===== src/bpa_pkg.sv =====
package bpa_pkg;

	localparam int PAGES     = 1024;
	localparam int MAX_ORDER = 10;

	localparam int CMD_W = 2;
	localparam int IDX_W = $clog2(PAGES);
	localparam int CNT_W = IDX_W + 1;
	localparam int ST_W  = 2;

	localparam logic [CMD_W-1:0] CMD_ALLOC  = 2'd0;
	localparam logic [CMD_W-1:0] CMD_FREE   = 2'd1;
	localparam logic [CMD_W-1:0] CMD_INIT   = 2'd2;
	localparam logic [CMD_W-1:0] CMD_UNUSED = 2'd3;

	localparam logic [ST_W-1:0] ST_OK       = 2'd0;
	localparam logic [ST_W-1:0] ST_NO_SPACE = 2'd1;
	localparam logic [ST_W-1:0] ST_BAD      = 2'd2;

	typedef struct packed {
		logic [CMD_W-1:0] command;
		logic [IDX_W-1:0] page_index;
		logic [CNT_W-1:0] request_pages;
	} cmd_item_t;

	typedef struct packed {
		logic [ST_W-1:0]  status;
		logic [IDX_W-1:0] block_start;
		logic [CNT_W-1:0] block_pages;
		logic [CNT_W-1:0] pages_left;
	} res_item_t;

	typedef enum logic [4:0] {
		OP_NONE,
		OP_LOAD,
		OP_CLEAR,
		OP_INIT_START,
		OP_CARVE,
		OP_INIT_DONE,
		OP_ALLOC_START,
		OP_SEARCH_NEXT,
		OP_SPLIT_TOP,
		OP_SPLIT,
		OP_ALLOC_OK,
		OP_FREE_START,
		OP_CLASH1,
		OP_CLASH1_LAST,
		OP_CLASH2,
		OP_MERGE_START,
		OP_MERGE_STEP,
		OP_FREE_OK,
		OP_FAIL,
		OP_PUBLISH
	} dp_op_t;

	typedef struct packed {
		dp_op_t          op;
		logic            rd_buddy;
		logic [ST_W-1:0] fail_code;
	} dp_cmd_t;

	typedef struct packed {
		logic is_init;
		logic is_alloc;
		logic is_free;
		logic bad;
		logic no_room;
		logic misfit;
		logic rd_bit;
		logic scan_wrap;
		logic order_top;
		logic order_k;
		logic k_zero;
		logic c2_wrap;
		logic c2_last;
		logic rem_zero;
		logic clr_last;
		logic clash;
	} dp_stat_t;

endpackage


===== src/bpa_datapath.sv =====
module bpa_datapath
	import bpa_pkg::*;
(
	input  logic      clk,
	input  logic      arst_n,
	input  cmd_item_t cmd_item,
	input  logic      cfg_valid,
	input  logic [CNT_W-1:0] cfg_data,
	input  dp_cmd_t   dp_cmd,
	output dp_stat_t  dp_stat,
	output res_item_t res_item
);

	localparam int PW = ($clog2(PAGES) + 1 > CNT_W) ? $clog2(PAGES) + 1 : CNT_W;
	localparam int MW = $clog2(2 * PAGES);
	localparam int OW = $clog2(MAX_ORDER + 1);
	localparam int DEPTH = 2 * PAGES;
	localparam logic [31:0] TWO_P = 32'(2 * PAGES);
	localparam logic [PW-1:0] PAGES_W = PW'(PAGES);
	localparam logic [OW-1:0] TOP_ORDER = OW'(MAX_ORDER);

	// Bitmap of order k starts after the maps of all smaller orders.
	function automatic logic [MW-1:0] map_index(input logic [OW-1:0] order,
		input logic [PW-1:0] addr);
		logic [31:0] sum;
		sum = TWO_P - (TWO_P >> order) + (32'(addr) >> order);
		return sum[MW-1:0];
	endfunction

	logic [CNT_W-1:0] pool_q;
	logic [CMD_W-1:0] cmd_q;
	logic [PW-1:0]    idx_q, r_q, a_q, rem_q, free_q;
	logic [OW-1:0]    k_q, j_q;
	logic             bad_q, clash_q, rd_q;
	logic [MW-1:0]    clr_q;
	res_item_t        wres_q, out_q;

	logic mem [DEPTH];

	logic [OW-1:0] k_rnd, jc, jm1, j_nx;
	logic [PW-1:0] r_rnd, req_ext, step, a_nx, n_init, step_c, step_m1;
	logic          we, wd;
	logic [MW-1:0] wa, ra;

	always_comb begin
		req_ext = PW'(cmd_item.request_pages);
		k_rnd = TOP_ORDER;
		for (int i = MAX_ORDER; i >= 0; i--) begin
			if ((PW'(1) << i) >= req_ext)
				k_rnd = OW'(i);
		end
		r_rnd = PW'(1) << k_rnd;
	end

	always_comb begin
		jc = '0;
		for (int i = 0; i <= MAX_ORDER; i++) begin
			if ((PW'(1) << i) <= rem_q && (a_q & ((PW'(1) << i) - PW'(1))) == '0)
				jc = OW'(i);
		end
	end

	assign step    = PW'(1) << j_q;
	assign a_nx    = a_q + step;
	assign jm1     = j_q - OW'(1);
	assign j_nx    = j_q + OW'(1);
	assign step_c  = PW'(1) << jc;
	assign step_m1 = PW'(1) << jm1;
	assign n_init  = (PW'(pool_q) > PAGES_W) ? PAGES_W : PW'(pool_q);

	always_comb begin
		we = 1'b0;
		wd = 1'b0;
		wa = map_index(j_q, a_q);
		case (dp_cmd.op)
			OP_CLEAR: begin
				we = 1'b1;
				wa = clr_q;
			end
			OP_CARVE: begin
				we = 1'b1;
				wd = 1'b1;
				wa = map_index(jc, a_q);
			end
			OP_SPLIT_TOP: we = 1'b1;
			OP_SPLIT: begin
				we = 1'b1;
				wd = 1'b1;
				wa = map_index(jm1, a_q + step_m1);
			end
			OP_MERGE_STEP: begin
				we = 1'b1;
				wa = map_index(j_q, a_q ^ step);
			end
			OP_FREE_OK: begin
				we = 1'b1;
				wd = 1'b1;
			end
			default: we = 1'b0;
		endcase
		ra = dp_cmd.rd_buddy ? map_index(j_q, a_q ^ step) : map_index(j_q, a_q);
	end

	always_ff @(posedge clk) begin
		if (we)
			mem[wa] <= wd;
		rd_q <= mem[ra];
	end

	always_ff @(posedge clk or negedge arst_n) begin
		if (!arst_n) begin
			pool_q <= CNT_W'(1024);
			free_q <= '0;
			clr_q  <= '0;
		end else begin
			if (cfg_valid)
				pool_q <= cfg_data;
			case (dp_cmd.op)
				OP_CLEAR:      clr_q <= clr_q + MW'(1);
				OP_INIT_START: free_q <= n_init;
				OP_ALLOC_OK:   free_q <= free_q - r_q;
				OP_FREE_OK:    free_q <= free_q + r_q;
				default:       free_q <= free_q;
			endcase
		end
	end

	always_ff @(posedge clk) begin
		case (dp_cmd.op)
			OP_LOAD: begin
				cmd_q   <= cmd_item.command;
				idx_q   <= PW'(cmd_item.page_index);
				r_q     <= r_rnd;
				k_q     <= k_rnd;
				bad_q   <= (req_ext == '0) || (req_ext > PAGES_W);
				clash_q <= 1'b0;
			end
			OP_INIT_START: begin
				rem_q <= n_init;
				a_q   <= '0;
			end
			OP_CARVE: begin
				a_q   <= a_q + step_c;
				rem_q <= rem_q - step_c;
			end
			OP_INIT_DONE: wres_q <= '{ST_OK, '0, CNT_W'(free_q), CNT_W'(free_q)};
			OP_ALLOC_START: begin
				j_q <= k_q;
				a_q <= '0;
			end
			OP_SEARCH_NEXT: begin
				if (a_nx >= PAGES_W) begin
					j_q <= j_nx;
					a_q <= '0;
				end else begin
					a_q <= a_nx;
				end
			end
			OP_SPLIT: j_q <= jm1;
			OP_ALLOC_OK: wres_q <= '{ST_OK, a_q[IDX_W-1:0], CNT_W'(r_q),
				CNT_W'(free_q - r_q)};
			OP_FREE_START: begin
				j_q <= k_q;
				a_q <= idx_q;
			end
			OP_CLASH1: begin
				clash_q <= clash_q | rd_q;
				j_q     <= j_nx;
				a_q     <= idx_q & ~((PW'(1) << j_nx) - PW'(1));
			end
			OP_CLASH1_LAST: begin
				clash_q <= clash_q | rd_q;
				j_q     <= '0;
				a_q     <= idx_q;
			end
			OP_CLASH2: begin
				clash_q <= clash_q | rd_q;
				if (a_nx >= idx_q + r_q) begin
					j_q <= j_nx;
					a_q <= idx_q;
				end else begin
					a_q <= a_nx;
				end
			end
			OP_MERGE_START: begin
				j_q <= k_q;
				a_q <= idx_q;
			end
			OP_MERGE_STEP: begin
				a_q <= a_q & ~step;
				j_q <= j_nx;
			end
			OP_FREE_OK: wres_q <= '{ST_OK, idx_q[IDX_W-1:0], CNT_W'(r_q),
				CNT_W'(free_q + r_q)};
			OP_FAIL: wres_q <= '{dp_cmd.fail_code, '0, '0, CNT_W'(free_q)};
			OP_PUBLISH: out_q <= wres_q;
			default: a_q <= a_q;
		endcase
	end

	always_comb begin
		dp_stat.is_init   = (cmd_q == CMD_INIT);
		dp_stat.is_alloc  = (cmd_q == CMD_ALLOC);
		dp_stat.is_free   = (cmd_q == CMD_FREE);
		dp_stat.bad       = bad_q;
		dp_stat.no_room   = (r_q > free_q);
		dp_stat.misfit    = ((idx_q & (r_q - PW'(1))) != '0) || (idx_q + r_q > PAGES_W);
		dp_stat.rd_bit    = rd_q;
		dp_stat.scan_wrap = (a_nx >= PAGES_W);
		dp_stat.order_top = (j_q == TOP_ORDER);
		dp_stat.order_k   = (j_q == k_q);
		dp_stat.k_zero    = (k_q == '0);
		dp_stat.c2_wrap   = (a_nx >= idx_q + r_q);
		dp_stat.c2_last   = (j_q == k_q - OW'(1));
		dp_stat.rem_zero  = (rem_q == '0);
		dp_stat.clr_last  = (clr_q == MW'(DEPTH - 1));
		dp_stat.clash     = clash_q;
	end

	assign res_item = out_q;

endmodule


===== src/bpa_ctrl.sv =====
module bpa_ctrl
	import bpa_pkg::*;
(
	input  logic     clk,
	input  logic     arst_n,
	input  logic     cmd_valid,
	output logic     cmd_ready,
	output logic     res_valid,
	input  logic     res_ready,
	input  dp_stat_t dp_stat,
	output dp_cmd_t  dp_cmd
);

	typedef enum logic [4:0] {
		S_CLR, S_IDLE, S_DEC, S_ICLR, S_ISTART, S_CARVE,
		S_SRD, S_SCHK, S_SPLIT,
		S_C1RD, S_C1CHK, S_C2RD, S_C2CHK, S_CDEC,
		S_MRD, S_MCHK, S_DONE
	} state_t;

	state_t state_q, state_d;
	logic   res_valid_q;

	always_comb begin
		state_d = state_q;
		dp_cmd  = '{OP_NONE, 1'b0, ST_BAD};
		case (state_q)
			S_CLR: begin
				dp_cmd.op = OP_CLEAR;
				if (dp_stat.clr_last)
					state_d = S_IDLE;
			end
			S_IDLE: begin
				if (cmd_valid) begin
					dp_cmd.op = OP_LOAD;
					state_d = S_DEC;
				end
			end
			S_DEC: begin
				if (dp_stat.is_init) begin
					state_d = S_ICLR;
				end else if (!(dp_stat.is_alloc || dp_stat.is_free) || dp_stat.bad) begin
					dp_cmd.op = OP_FAIL;
					state_d = S_DONE;
				end else if (dp_stat.is_alloc) begin
					if (dp_stat.no_room) begin
						dp_cmd = '{OP_FAIL, 1'b0, ST_NO_SPACE};
						state_d = S_DONE;
					end else begin
						dp_cmd.op = OP_ALLOC_START;
						state_d = S_SRD;
					end
				end else if (dp_stat.misfit) begin
					dp_cmd.op = OP_FAIL;
					state_d = S_DONE;
				end else begin
					dp_cmd.op = OP_FREE_START;
					state_d = S_C1RD;
				end
			end
			S_ICLR: begin
				dp_cmd.op = OP_CLEAR;
				if (dp_stat.clr_last)
					state_d = S_ISTART;
			end
			S_ISTART: begin
				dp_cmd.op = OP_INIT_START;
				state_d = S_CARVE;
			end
			S_CARVE: begin
				if (dp_stat.rem_zero) begin
					dp_cmd.op = OP_INIT_DONE;
					state_d = S_DONE;
				end else begin
					dp_cmd.op = OP_CARVE;
				end
			end
			S_SRD: state_d = S_SCHK;
			S_SCHK: begin
				if (dp_stat.rd_bit) begin
					dp_cmd.op = OP_SPLIT_TOP;
					state_d = S_SPLIT;
				end else if (dp_stat.scan_wrap && dp_stat.order_top) begin
					dp_cmd = '{OP_FAIL, 1'b0, ST_NO_SPACE};
					state_d = S_DONE;
				end else begin
					dp_cmd.op = OP_SEARCH_NEXT;
					state_d = S_SRD;
				end
			end
			S_SPLIT: begin
				if (dp_stat.order_k) begin
					dp_cmd.op = OP_ALLOC_OK;
					state_d = S_DONE;
				end else begin
					dp_cmd.op = OP_SPLIT;
				end
			end
			S_C1RD: state_d = S_C1CHK;
			S_C1CHK: begin
				if (dp_stat.order_top) begin
					dp_cmd.op = OP_CLASH1_LAST;
					state_d = dp_stat.k_zero ? S_CDEC : S_C2RD;
				end else begin
					dp_cmd.op = OP_CLASH1;
					state_d = S_C1RD;
				end
			end
			S_C2RD: state_d = S_C2CHK;
			S_C2CHK: begin
				dp_cmd.op = OP_CLASH2;
				state_d = (dp_stat.c2_wrap && dp_stat.c2_last) ? S_CDEC : S_C2RD;
			end
			S_CDEC: begin
				if (dp_stat.clash) begin
					dp_cmd.op = OP_FAIL;
					state_d = S_DONE;
				end else begin
					dp_cmd.op = OP_MERGE_START;
					state_d = S_MRD;
				end
			end
			S_MRD: begin
				if (dp_stat.order_top) begin
					dp_cmd.op = OP_FREE_OK;
					state_d = S_DONE;
				end else begin
					dp_cmd.rd_buddy = 1'b1;
					state_d = S_MCHK;
				end
			end
			S_MCHK: begin
				if (dp_stat.rd_bit) begin
					dp_cmd.op = OP_MERGE_STEP;
					state_d = S_MRD;
				end else begin
					dp_cmd.op = OP_FREE_OK;
					state_d = S_DONE;
				end
			end
			S_DONE: begin
				if (!res_valid_q || res_ready) begin
					dp_cmd.op = OP_PUBLISH;
					state_d = S_IDLE;
				end
			end
			default: state_d = S_IDLE;
		endcase
	end

	always_ff @(posedge clk or negedge arst_n) begin
		if (!arst_n) begin
			state_q     <= S_CLR;
			res_valid_q <= 1'b0;
		end else begin
			state_q <= state_d;
			if (dp_cmd.op == OP_PUBLISH)
				res_valid_q <= 1'b1;
			else if (res_ready)
				res_valid_q <= 1'b0;
		end
	end

	assign cmd_ready = (state_q == S_IDLE);
	assign res_valid = res_valid_q;

endmodule


===== src/buddy_page_allocator.sv =====
// Channel | Direction | Handshake            | Payload
// cmd     | in        | cmd_valid/cmd_ready  | cmd_item (command, page_index, request_pages)
// res     | out       | res_valid/res_ready  | res_item (status, block_start, block_pages,
//         |           |                      |           pages_left)
// cfg     | in        | cfg_valid/cfg_ready  | cfg_data (pool_pages)
//
// Each map access on the single bitmap memory is a read state, then a check state.
// Alloc scans bitmap entries from order k upward, then splits the found block down to order k.
// Free of 2^k pages checks entries for overlap (MAX_ORDER+1-k at and above order k,
// 2*2^k-2 below it), then merges with free buddies level by level.
// Reset and every init clear all 2*PAGES map entries; init then carves one block a cycle.
// A finished result waits in the output register while the next command is taken; a second
// finished result holds the controller, and so the input, until that register drains.
module buddy_page_allocator
	import bpa_pkg::*;
(
	input  logic             clk,
	input  logic             arst_n,
	input  logic             cmd_valid,
	output logic             cmd_ready,
	input  cmd_item_t        cmd_item,
	output logic             res_valid,
	input  logic             res_ready,
	output res_item_t        res_item,
	input  logic             cfg_valid,
	output logic             cfg_ready,
	input  logic [CNT_W-1:0] cfg_data
);

	dp_cmd_t  dp_cmd;
	dp_stat_t dp_stat;

	assign cfg_ready = 1'b1;

	bpa_ctrl u_ctrl (
		.clk       (clk),
		.arst_n    (arst_n),
		.cmd_valid (cmd_valid),
		.cmd_ready (cmd_ready),
		.res_valid (res_valid),
		.res_ready (res_ready),
		.dp_stat   (dp_stat),
		.dp_cmd    (dp_cmd)
	);

	bpa_datapath u_datapath (
		.clk       (clk),
		.arst_n    (arst_n),
		.cmd_item  (cmd_item),
		.cfg_valid (cfg_valid && cfg_ready),
		.cfg_data  (cfg_data),
		.dp_cmd    (dp_cmd),
		.dp_stat   (dp_stat),
		.res_item  (res_item)
	);

`ifndef ASSERT_OFF
	// One command at a time: the transfer of a command closes the input until its result.
	assert property (@(posedge clk) disable iff (!arst_n)
		cmd_valid && cmd_ready |=> !cmd_ready)
		else $error("command taken while busy");

	// A failed command reports no block.
	assert property (@(posedge clk) disable iff (!arst_n)
		res_valid && res_item.status != ST_OK |->
			res_item.block_start == '0 && res_item.block_pages == '0)
		else $error("failed command reports a block");

	// The free count never exceeds PAGES.
	assert property (@(posedge clk) disable iff (!arst_n)
		res_valid |-> 32'(res_item.pages_left) <= 32'(PAGES))
		else $error("free count above pool size");
`endif

endmodule

===== config.mk =====
export PLATFORM = sky130hd
export DESIGN_NAME = buddy_page_allocator
export DESIGN_NICKNAME = d
export VERILOG_FILES = /design/src/bpa_pkg.sv /design/src/bpa_datapath.sv /design/src/bpa_ctrl.sv /design/src/buddy_page_allocator.sv
export SDC_FILE = /design/constraint.sdc
export NUM_CORES = 2
export LEC_CHECK = 0
export BUFFER_PORTS_ARGS = -buffer_cell sky130_fd_sc_hd__buf_2
export CAP_MARGIN = 20
export CORE_UTILIZATION = 30
export CTS_BUF_LIST = sky130_fd_sc_hd__clkbuf_2 sky130_fd_sc_hd__clkbuf_4 sky130_fd_sc_hd__clkbuf_8
export DETAILED_ROUTE_END_ITERATION = 8
export PLACE_DENSITY_LB_ADDON = 0.12
export SYNTH_ARGS = -nofsm -noshare
export SYNTH_HDL_FRONTEND = slang
export SYNTH_SLANG_ARGS = --single-unit

===== constraint.sdc =====
create_clock -name clk -period 61.1 [get_ports clk]
set_input_delay 0 -clock clk [delete_from_list [all_inputs] [get_ports clk]]
set_output_delay 0 -clock clk [all_outputs]
set_load 0.05 [all_outputs]

==> impl_metrics.csv <==
group,metric,value,unit
die,die_boundary_height,593,um
grt,grt_pass1_wl,543,mm
placement,place.gp.congestion,0.850,
die,design.die.area,352000,um2
grt,grt_antenna_before_repair,20,
routing,wl,382,mm
critical_path,timing.rr.start,"u_datapath.j_q[0]",
logic_synthesis,synth_enable_flop_cells,2171,
logic_synthesis,postSynth.topFlopCell,"edfxtp_1",
worst_hold_path,worst_hold_start,"cmd_item[20]",
critical_path,crit_path_frequent_cell,"buf_4",
logic_synthesis,synth_fp_nets,9062,
die,initial_utilization,30.2,%
timing,tightestPinTransition,1.28,ns
critical_path,critPathMaxStageDelay,0.76,ns
clock_tree,insertion_delay,1.12,ns
final_layout,drive_gt1_share,14.4,%
clock_tree,clock_tree.buffer_depth,4,
logic_synthesis,ys_top_cells_by_area,"edfxtp_1, nor2_1, mux4_2, nand2_1, mux2i_1",
critical_path,crit_path_max_fanout,106,
grt,grt_remaining_overflow,0,
critical_path,cp_num_buf_inv,8,
routing,detail_route.first_pass.iterations,6,
logic_synthesis,synth_cell_type_count,111,
logic_synthesis,yosysSeqAreaShare,63.1,%
worst_hold_path,hold_end,"u_datapath.idx_q[9]",
clock_tree,cts.sinks,2211,
routing,vias,74000,
critical_path,regToRegSetupSlack,50.24,ns
job,maxCapViolations,0,
critical_path,cp-start-kind,"flop",
timing,timing.final.setup_violations,0,
critical_path,path_delay_family,"buffers and inverters",
logic_synthesis,syn_area,105000,um2
clock_tree,ctsHtreeMaxLevel,5,
clock_tree,cts_buffers,402,
critical_path,timing.setup.critical_path_class,"reg -> reg",
logic_synthesis,async_flop_share,1.76,%
timing,finalSetupTns,0,ns
logic_synthesis,synth_largest_type_area_fraction,62.1,%
final_layout,layout.cells.most_common,"nor2_1",
timing,timing_hold_violations_final,0,
logic_synthesis,post-synth-top-area-cell,"edfxtp_1",
routing,detail_route.iter0.violations,7389,
logic_synthesis,syn-instance-count,8866,
timing,final_max_slew_viol_count,0,
die,io_pins,76,
clock_tree,root_buffer,"clkbuf_8",
critical_path,setup.worst_path.end_class,"flop",
critical_path,r2r-end,"u_datapath.rd_q",
routing,wl_per_cell,27.7,um
logic_synthesis,postSynthAreaPerCell,11.8,um2
routing,vias_per_cell,5.35,
critical_path,critPathArrivalTime,11.76,ns
logic_synthesis,ys_seq_elements,2211,
timing,grt_setup_unrepaired,"no",
worst_hold_path,hold_path.class,"in -> reg",
critical_path,crit_slowest_cell,"a211oi_1",
grt,grt_usage,21.0,%
die,chipWidth,593,um
routing,antenna_violating_nets_post_route,0,
placement,port-buffer-count,74,
grt,grt_start_max_net_pins,265,
timing,slew_headroom,14.5,%
worst_hold_path,timing.hold.worst_path_depth,3,
final_layout,flow.area_growth_from_synthesis,13.7,%
final_layout,commonest_cells_after_routing_fill_and_taps_aside,"nor2_1, edfxtp_1, nand2_1, clkbuf_8, mux2i_1",
clock_tree,cts.clk_slew.worst_paths,0.06,ns
timing,finalClockSkew,0.112,ns
clock_tree,cts_tree,"built",
routing,remaining_drc_errors,0,
final_layout,num-nets-final,9127,
timing,finalCriticalPeriod,10.86,ns
timing,min_period_over_period,17.8,%
logic_synthesis,yosysWarnings,0,
critical_path,r2r_cells,27,
die,std_cell_rows,216,
grt,grt_pass1_vias,73600,
critical_path,cp_data_required_time,62.00,ns
timing,achievable_freq,0.0921,GHz
status,status,"completed",
placement,hpwl,204,mm
die,core_area,347000,um2
## per-stage QoR
stage                     instance area, um2  hold slack, ns  setup slack [ns]  util (%)  cells
after global routing                  119000           0.117             49.82      34.4  13800
after global placement                110000           0.149             50.12      31.8  13000
after CTS                             119000          0.0501             50.21      34.3  13800
final                                 119000           0.176             50.24      34.4  13800
after floorplan                       105000          -0.296             29.98         -   8866
after detailed placement              110000           0.166             50.33      31.8  13000
## logic make-up after synthesis
logic type / count (synthesis) / synth area share [%]
and+or+nand+nor: 3761 / 14.8
DFF: 2211 / 63.1
AOI/OAI and AO/OA: 1171 / 7.94
buffers and inverters: 908 / 3.65
muxes: 545 / 7.65
adders and majority gates: 158 / 1.96
xor gates and xnor gates: 110 / 0.925
other: 2 / 0.00716
## layer usage
layer	wire length [um]	vias up	part of all wire (%)	global-route usage, %
met4	9230	2	2.4	5.20
li1	-	32400	-	-
met5	13	-	0.0034	0
met3	23200	539	6.1	3.05
met2	179000	2468	47	34.3
met1	170000	38500	45	29.2
## state kept, by name, summed over array words and instances, names as in the netlist, 5 cells and up
signal	count
u_ctrl.state_q	5
u_datapath.mem	2048
u_datapath.wres_q	34
u_datapath.idx_q	10
u_datapath.pool_q	11
u_datapath.a_q	11
u_datapath.clr_q	11
u_datapath.res_item	34
u_datapath.r_q	11
u_datapath.free_q	11
u_datapath.rem_q	11
## area by class of cell
| cell class | instances | area, um2 |
|---|---|---|
| sequential | 2211 | 66200 |
| inverter | 140 | 526 |
| fill | 34700 | 228000 |
| antenna | 6 | 15.0 |
| clock inverter | 125 | 803 |
| tap | 4578 | 5730 |
| clock buffer | 577 | 6890 |
| timing repair buffer | 429 | 3520 |
| multi-input combinational | 5747 | 35600 |
## synthesized netlist by cell type, drive strengths merged, types with 26 or more instances
cell type,instances
nor2,2246
edfxtp,2171
nand2,854
clkbuf,486
mux2i,305
nand3,288
buf,282
mux4,201
a21oi,198
o21ai,162
ha,146
inv,139
a32oi,137
a31oi,124
nand4,98
a22oi,80
xnor2,75
nor3,68
o22ai,58
o211ai,53
a21o,51
a22o,51
mux2,39
dfrtp,38
xor2,35
a211oi,31
and2,28
or3,27
nand2b,26
o21a,26
## worst reg2reg max path, stage by stage, from the launching register on
cell      delay, ns
edfxtp_1       0.35
buf_4          0.30
inv_2          0.45
ha_1           0.72
and3b_1        0.63
inv_2          0.22
ha_1           0.42
nand2_1        0.08
o21ai_0        0.13
o22ai_1        0.27
a21oi_1        0.11
nor2_1         0.15
ha_1           0.27
and3_1         0.20
and3_1         0.57
nor2_4         0.26
buf_4          0.53
buf_12         0.67
buf_4          0.89
buf_4          0.67
mux4_2         0.59
a22oi_1        0.38
a21oi_1        0.19
nor4_2         0.33
buf_4          0.23
a21oi_1        0.09
a211oi_1       0.76
o41ai_1        0.17
## repair_timing
action                                  CTS  global route
endpoints found under the setup margin    0             0
gates resized for setup                   0             0
hold buffers                            102             0
hold endpoints to repair                147             0
buffers inserted                          0             0
## worst max path at each step
| stage | from | to | depth (start not counted) |
|---|---|---|---|
| final | u_datapath.j_q[0] | u_datapath.rd_q | 27 |
| after global routing | u_datapath.j_q[0] | u_datapath.rd_q | 27 |
| after CTS | u_datapath.j_q[0] | u_datapath.rd_q | 27 |
| after detailed placement | u_datapath.j_q[0] | u_datapath.rd_q | 27 |
| after global placement | u_datapath.j_q[0] | u_datapath.rd_q | 25 |
| after floorplan | u_datapath.j_q[0] | u_datapath.mem[0] | 11 |
Power is not shown: default switching activity piles up to over one toggle a cycle in this logic, so the estimate is an artifact.
